--- src/bia_pkg.sv ---
// Shared constants, codes and types of the bitmap ID allocator.
package bia_pkg;

  localparam int POOL_SIZE = 1024;
  localparam int WORD_W    = 32;
  localparam int NUM_WORDS = POOL_SIZE / WORD_W;
  localparam int ROW_W     = $clog2(NUM_WORDS);
  localparam int BIT_W     = $clog2(WORD_W);
  localparam int ID_W      = 10;
  localparam int COUNT_W   = 11;
  localparam int TYPE_W    = 2;
  localparam int STATUS_W  = 2;

  localparam logic [TYPE_W-1:0] REQ_ALLOC = 2'd0;
  localparam logic [TYPE_W-1:0] REQ_FREE  = 2'd1;
  localparam logic [TYPE_W-1:0] REQ_QUERY = 2'd2;

  localparam logic [STATUS_W-1:0] ST_OK       = 2'd0;
  localparam logic [STATUS_W-1:0] ST_FULL     = 2'd1;
  localparam logic [STATUS_W-1:0] ST_NOT_USED = 2'd2;

  typedef struct packed {
    logic             rd_en;
    logic [ROW_W-1:0] rd_addr;
    logic             wr_en;
    logic [ROW_W-1:0] wr_addr;
    logic [WORD_W-1:0] wr_data;
  } bia_mem_req_t;

endpackage

--- src/bia_ffz.sv ---
// Shared find-first-zero unit: lowest clear bit of one word.
module bia_ffz (
  input  logic [bia_pkg::WORD_W-1:0] word,
  output logic                       found,
  output logic [bia_pkg::BIT_W-1:0]  index
);
  import bia_pkg::*;

  always_comb begin
    found = 1'b0;
    index = '0;
    for (int i = WORD_W - 1; i >= 0; i--) begin
      if (!word[i]) begin
        found = 1'b1;
        index = BIT_W'(i);
      end
    end
  end

endmodule

--- src/bia_mem.sv ---
// Used-bitmap word memory with per-row valid bits and a full-word summary.
module bia_mem (
  input  logic                         clk,
  input  logic                         rst,
  input  bia_pkg::bia_mem_req_t        req,
  output logic [bia_pkg::WORD_W-1:0]   rd_data,
  output logic [bia_pkg::NUM_WORDS-1:0] full_map
);
  import bia_pkg::*;

  logic [WORD_W-1:0]    mem [NUM_WORDS];
  logic [NUM_WORDS-1:0] row_valid;
  logic [WORD_W-1:0]    rd_q;
  logic                 rd_valid;

  always_ff @(posedge clk) begin
    if (req.wr_en) begin
      mem[req.wr_addr] <= req.wr_data;
    end
    if (req.rd_en) begin
      rd_q <= mem[req.rd_addr];
    end
  end

  always_ff @(posedge clk) begin
    if (rst) begin
      row_valid <= '0;
      full_map  <= '0;
      rd_valid  <= 1'b0;
    end else begin
      if (req.wr_en) begin
        row_valid[req.wr_addr] <= 1'b1;
        full_map[req.wr_addr]  <= &req.wr_data;
      end
      if (req.rd_en) begin
        rd_valid <= row_valid[req.rd_addr];
      end
    end
  end

  // A row never written reads as all free.
  assign rd_data = rd_valid ? rd_q : '0;

endmodule

--- src/bitmap_id_allocator.sv ---
// Flow: the row is read on accept, then the update step writes the row back
//   and loads the registered response word.
// A new request is taken only after the update step, as the single memory
//   read port and the one find-first-zero unit (once on the summary, once on
//   the word) serve both. Response stall holds update until the slot drains.
// Reset (rst, synchronous): every ID free, count zero, no response pending.
module bitmap_id_allocator (
  input  logic                          clk,
  input  logic                          rst,
  input  logic                          req_valid,
  output logic                          req_stall,
  input  logic [bia_pkg::TYPE_W-1:0]    req_type,
  input  logic [bia_pkg::ID_W-1:0]      id,
  output logic                          rsp_valid,
  input  logic                          rsp_stall,
  output logic [bia_pkg::ID_W-1:0]      granted_id,
  output logic                          is_used,
  output logic [bia_pkg::STATUS_W-1:0]  status,
  output logic [bia_pkg::COUNT_W-1:0]   in_use_count
);
  import bia_pkg::*;

  // Two-step sequencer: IDLE accepts a word and reads the memory row,
  // UPDATE modifies the row, writes it back and loads the response.
  typedef enum logic [1:0] {
    S_IDLE   = 2'b01,
    S_UPDATE = 2'b10
  } state_t;

  state_t             state;
  state_t             state_next;
  logic [TYPE_W-1:0]  op;
  logic [BIT_W-1:0]   bit_id;
  logic [ROW_W-1:0]   row;
  logic               alloc_full;
  logic [COUNT_W-1:0] used_count;

  bia_mem_req_t         mem_req;
  logic [WORD_W-1:0]    rd_data;
  logic [NUM_WORDS-1:0] full_map;

  // Shared find-first-zero unit: summary in IDLE, row word in UPDATE.
  logic [WORD_W-1:0] ffz_word;
  logic              ffz_found;
  logic [BIT_W-1:0]  ffz_index;

  logic accept;
  logic advance;
  logic [ROW_W-1:0]  row_sel;
  logic [BIT_W-1:0]  bit_sel;
  logic [WORD_W-1:0] bit_mask;
  logic              bit_set;

  bia_mem u_mem (
    .clk      (clk),
    .rst      (rst),
    .req      (mem_req),
    .rd_data  (rd_data),
    .full_map (full_map)
  );

  bia_ffz u_ffz (
    .word  (ffz_word),
    .found (ffz_found),
    .index (ffz_index)
  );

  assign req_stall = (state != S_IDLE);
  assign accept    = req_valid && !req_stall;
  // Commit the update only when the response slot is free or draining.
  assign advance   = (state == S_UPDATE) && (!rsp_valid || !rsp_stall);

  always_comb begin
    ffz_word = '0;
    if (state == S_IDLE) begin
      ffz_word[NUM_WORDS-1:0] = full_map;
      for (int i = NUM_WORDS; i < WORD_W; i++) begin
        ffz_word[i] = 1'b1;
      end
    end else begin
      ffz_word = rd_data;
    end
  end

  // Pick the row: first non-full row for allocate, the ID's row otherwise.
  assign row_sel  = (req_type == REQ_ALLOC) ? ROW_W'(ffz_index) : id[ID_W-1 -: ROW_W];
  assign bit_sel  = (op == REQ_ALLOC) ? ffz_index : bit_id;
  assign bit_mask = WORD_W'(1) << bit_sel;
  assign bit_set  = |(rd_data & bit_mask);

  always_comb begin
    mem_req         = '0;
    mem_req.rd_en   = accept;
    mem_req.rd_addr = row_sel;
    mem_req.wr_addr = row;
    if (advance) begin
      case (op)
        REQ_ALLOC: begin
          mem_req.wr_en   = !alloc_full;
          mem_req.wr_data = rd_data | bit_mask;
        end
        REQ_FREE: begin
          mem_req.wr_en   = bit_set;
          mem_req.wr_data = rd_data & ~bit_mask;
        end
        default: begin
          mem_req.wr_en   = 1'b0;
          mem_req.wr_data = rd_data;
        end
      endcase
    end
  end

  always_comb begin
    state_next = state;
    case (state)
      S_IDLE:   if (accept) state_next = S_UPDATE;
      S_UPDATE: if (advance) state_next = S_IDLE;
      default:  state_next = S_IDLE;
    endcase
  end

  always_ff @(posedge clk) begin
    if (rst) begin
      state      <= S_IDLE;
      used_count <= '0;
      rsp_valid  <= 1'b0;
    end else begin
      state <= state_next;
      if (advance) begin
        rsp_valid <= 1'b1;
        if (op == REQ_ALLOC && !alloc_full) begin
          used_count <= used_count + COUNT_W'(1);
        end else if (op == REQ_FREE && bit_set) begin
          used_count <= used_count - COUNT_W'(1);
        end
      end else if (rsp_valid && !rsp_stall) begin
        rsp_valid <= 1'b0;
      end
    end
  end

  // Latch the request and the summary search result on accept.
  always_ff @(posedge clk) begin
    if (accept) begin
      op         <= req_type;
      bit_id     <= id[BIT_W-1:0];
      row        <= row_sel;
      alloc_full <= !ffz_found;
    end
  end

  // Load the response word.
  always_ff @(posedge clk) begin
    if (advance) begin
      granted_id   <= '0;
      is_used      <= 1'b0;
      status       <= ST_OK;
      in_use_count <= used_count;
      case (op)
        REQ_ALLOC: begin
          if (alloc_full) begin
            status <= ST_FULL;
          end else begin
            granted_id   <= ID_W'({row, bit_sel});
            in_use_count <= used_count + COUNT_W'(1);
          end
        end
        REQ_FREE: begin
          if (bit_set) begin
            in_use_count <= used_count - COUNT_W'(1);
          end else begin
            status <= ST_NOT_USED;
          end
        end
        REQ_QUERY: is_used <= bit_set;
        default: ;
      endcase
    end
  end

`ifndef SYNTH
  a_count_bound: assert property (@(posedge clk) disable iff (rst)
    used_count <= COUNT_W'(POOL_SIZE))
    else $error("in-use count exceeds pool size");

  a_accept_to_update: assert property (@(posedge clk) disable iff (rst)
    accept |=> (state == S_UPDATE))
    else $error("accepted word did not reach update step");

  a_alloc_row_has_free: assert property (@(posedge clk) disable iff (rst)
    (state == S_UPDATE && op == REQ_ALLOC && !alloc_full) |-> ffz_found)
    else $error("summary pointed at a full row");

  a_full_means_count: assert property (@(posedge clk) disable iff (rst)
    (rsp_valid && status == ST_FULL) |-> (in_use_count == COUNT_W'(POOL_SIZE)))
    else $error("pool full reported with free IDs left");
`endif

endmodule
--- config.mk ---
export PLATFORM = sky130hd
export DESIGN_NAME = bitmap_id_allocator
export DESIGN_NICKNAME = d
export VERILOG_FILES = /design/src/bia_pkg.sv /design/src/bia_ffz.sv /design/src/bia_mem.sv /design/src/bitmap_id_allocator.sv
export SDC_FILE = /design/constraint.sdc
export NUM_CORES = 2
export LEC_CHECK = 0
export BUFFER_PORTS_ARGS = -buffer_cell sky130_fd_sc_hd__buf_2
export CORE_MARGIN = 4
export CORE_UTILIZATION = 57
export DETAILED_ROUTE_END_ITERATION = 16
export PLACE_DENSITY = 0.76
export SLEW_MARGIN = 20
export SYNTH_ARGS = -nofsm -noshare
export SYNTH_HDL_FRONTEND = slang
export SYNTH_SLANG_ARGS = --single-unit
--- constraint.sdc ---
create_clock -name clk -period 6.2 [get_ports clk]
set_input_delay 1.24 -clock clk [delete_from_list [all_inputs] [get_ports clk]]
set_output_delay 1.24 -clock clk [all_outputs]
set_load 0.05 [all_outputs]
==> flow_summary.toml <==
[status]
outcome = "finished, final reports clean"

[worst_setup_path]
crit_path_required_time_ps = 6610
worst_setup_path_start_kind = "flop"
crit_path_max_fanout = 26
timing.setup.critical_path_class = "reg2reg"
critical_path_capture_point_type = "flop"
worst_ep_arrival_time_ps = 6060

[sta]
holdWs_ps = 459
timing_worst_slew_pin_value_ps = 1150
max-slew-margin-rel_pct = 23.2
final.period_utilization_pct = 91.1
final_hold_viol_count = 0
setup_viol = 0
worst_clock_skew_ps = 47.1
sum_of_negative_setup_slack_ps = 0
rsz0062_at_grt = "no"
achievable-frequency_ghz = 0.177
timing.final.crit_period_ps = 5650
report.final.slew_viol_count = 0

[routing]
first_iter_violations = 3142
detail_route.wl_per_cell_um = 29.8
antenna_left = 0
route.detailed.drc = 0
detail_route.vias_per_cell = 6.42
drt_first_pass_iters = 7
num_vias = 27800
routed_wl_um = 129000

[global_routing]
initial_antenna_violation_count = 0
gr-usage-all-layers_pct = 28.6
grt_pass1_vias = 27900
grt_pass1_wl_um = 189000
grt_remaining_overflow = 0
grt_max_degree = 119

[layout]
finalNonFillerCells = 4334
finalNetCount = 3108
area_growth_syn_to_layout_pct = 14.1
stdcell_area_um2 = 56000
final_layout_size_suffix_gt1_share_pct = 19.3
mostFrequentLayoutCells = "1093 x sky130_fd_sc_hd__edfxtp_1, 556 x sky130_fd_sc_hd__mux2i_1, 128 x sky130_fd_sc_hd__mux4_2"
final_common_cell = "sky130_fd_sc_hd__edfxtp_1"

[pwr]
power_density_nw_per_um2 = 291
leakage_nw = 17.5
peakVddDrop_mv = 0.290
finalPower_w = 0.0163

[yosys]
distinct_cells_synth = 88
postSynth.topFlopCell = "sky130_fd_sc_hd__edfxtp_1"
yosysTopAreaCellShare_pct = 66.9
synthesized_nets = 2946
synth.ff_latch_count = 1172
post_synth_inst_count = 2928
post_synth_instance_area_um2 = 49000
synth-edff-count = 1093
yosysTopAreaCell = "sky130_fd_sc_hd__edfxtp_1"
postSynth.asyncResetShare_pct = 0
seq_area_frac_synth_pct = 70.2
synth.avg_cell_area_um2 = 16.7
yosys_warnings = 0
ys_top_cells_by_area = "sky130_fd_sc_hd__edfxtp_1 67%, sky130_fd_sc_hd__mux2i_1 11%, sky130_fd_sc_hd__mux4_2 5.9%"

[floorplanning]
start_util_pct = 57.5
core_area_um2 = 85300
row_count = 107
die_area_um2 = 90800
die_h_um = 301
io_pins = 42
dieWidth_um = 301

[place]
placed_area_um2 = 52300
gp_routability_congestion = 0.934
port_buffers = 41
hpwlAfterDp_um = 82400
place_inst = 4118

[clock_tree]
clk-insertion-delay-late_ps = 720
tritoncts_num_sinks = 1172
root_buffer_selected_by_cts = "sky130_fd_sc_hd__clkbuf_16"
ctsLongestPathBuffers = 3
tritoncts.num_buffers = 113
ctsHoldBuffers = 0
postCtsSetupRepairBufs = 0
clkSlewWorstSetupHoldPaths_ps = 60
post_cts.resized_instances = 0
tritoncts = "done"
htreeDepth = 3

[worst_hold_path]
holdCritPathClass = "reg2reg"

[flow_run]
maxCapViolations = 0
-- state kept, by name (all words and copies together), names as in the netlist, 5 cells and up --
name / flops
bit_id: 5
granted_id: 10
in_use_count: 11
row: 5
u_mem.full_map: 32
u_mem.mem: 1024
u_mem.rd_q: 32
u_mem.row_valid: 32
used_count: 11
-- cell families (layout without fill, tap and decap cells) --
| kind of cell | count (synthesis) | in the layout | synth area share [%] |
|---|---|---|---|
| compound gates | 334 | 334 | 5.05 |
| other cells | 0 | 1 | 0 |
| simple gates | 483 | 483 | 4.94 |
| flops | 1172 | 1172 | 70.2 |
| fa+ha+maj | 2 | 2 | 0.0510 |
| xor+xnor | 11 | 11 | 0.196 |
| mux | 712 | 712 | 17.9 |
| buf+inv | 214 | 475 | 1.72 |
-- routing by layer --
metal	share of wire, %	vias to the layer above	global-route usage [%]
met2	48	1437	46.0
li1	-	12000	-
met4	3.6	0	9.71
met3	8.4	253	4.78
met5	0	-	0
met1	40	14100	40.2
-- power breakdown --
group | total (W) | switching (W) | internal [W]
Combinational | 0.000896 | 0.000561 | 0.000335
Clock | 0.00679 | 0.00296 | 0.00382
Sequential | 0.00861 | 0.0000454 | 0.00856
-- cells in the mapped netlist (10+ instances only) --
cell,number
sky130_fd_sc_hd__a211oi_1,13
sky130_fd_sc_hd__o21ai_1,21
sky130_fd_sc_hd__a31oi_1,13
sky130_fd_sc_hd__mux4_2,128
sky130_fd_sc_hd__buf_2,11
sky130_fd_sc_hd__dfxtp_1,79
sky130_fd_sc_hd__nand3_1,32
sky130_fd_sc_hd__edfxtp_1,1093
sky130_fd_sc_hd__clkbuf_1,113
sky130_fd_sc_hd__or3_1,31
sky130_fd_sc_hd__o21a_1,36
sky130_fd_sc_hd__a22o_1,64
sky130_fd_sc_hd__nand3b_1,13
sky130_fd_sc_hd__mux2i_1,558
sky130_fd_sc_hd__a21oi_1,45
sky130_fd_sc_hd__and3_1,10
sky130_fd_sc_hd__nor4_1,21
sky130_fd_sc_hd__o21ai_0,34
sky130_fd_sc_hd__o31ai_1,10
sky130_fd_sc_hd__o311ai_1,13
sky130_fd_sc_hd__inv_1,38
sky130_fd_sc_hd__buf_1,39
sky130_fd_sc_hd__nand2_1,122
sky130_fd_sc_hd__nor3_1,43
sky130_fd_sc_hd__and2_1,25
sky130_fd_sc_hd__mux2_2,25
sky130_fd_sc_hd__nor2_1,124
-- per-stage QoR --
step                      setup WS (ps)  utilization (%)
after global placement              293             61.2
final                               551             65.6
after CTS                           581             65.6
after detailed placement            615             61.3
after global routing                295             65.6
after floorplan                    -449                -
-- critical path, stage by stage, from the launching register on --
cell	delay, ps
sky130_fd_sc_hd__dfxtp_1	330
sky130_fd_sc_hd__and2b_2	230
sky130_fd_sc_hd__inv_2	270
sky130_fd_sc_hd__mux2_2	420
sky130_fd_sc_hd__or4_1	590
sky130_fd_sc_hd__a2111oi_2	360
sky130_fd_sc_hd__o21ai_0	210
sky130_fd_sc_hd__a2111oi_0	640
sky130_fd_sc_hd__a2bb2oi_1	140
sky130_fd_sc_hd__o32ai_1	360
sky130_fd_sc_hd__nor4_1	130
sky130_fd_sc_hd__nand4b_2	160
sky130_fd_sc_hd__nor3_4	70
sky130_fd_sc_hd__buf_12	170
sky130_fd_sc_hd__nor3_4	930
sky130_fd_sc_hd__buf_4	300
-- area by class of cell --
class	instances	area [µm²]
Antenna cell	1	2.50
Clock buffer	134	2910
Clock inverter	80	778
Fill cell	5738	29300
Inverter	45	178
Multi-Input combinational cell	1542	14100
Sequential cell	1172	34400
Tap cell	1144	1430
Timing Repair Buffer	216	2150
-- worst paths after layout --
kind,from,endpoint,slack (ps),cells after the start
max,state[1]$_SDFFE_PP0P_,u_mem.mem[23][6]$_DFFE_PP_,550,15
min,u_mem.row_valid[22]$_SDFFE_PP0P_,u_mem.row_valid[22]$_SDFFE_PP0P_,460,2
max reg2reg,state[1]$_SDFFE_PP0P_,u_mem.mem[23][6]$_DFFE_PP_,550,15
min reg2reg,u_mem.row_valid[22]$_SDFFE_PP0P_,u_mem.row_valid[22]$_SDFFE_PP0P_,460,2
Power figures use the tool's default switching activity.
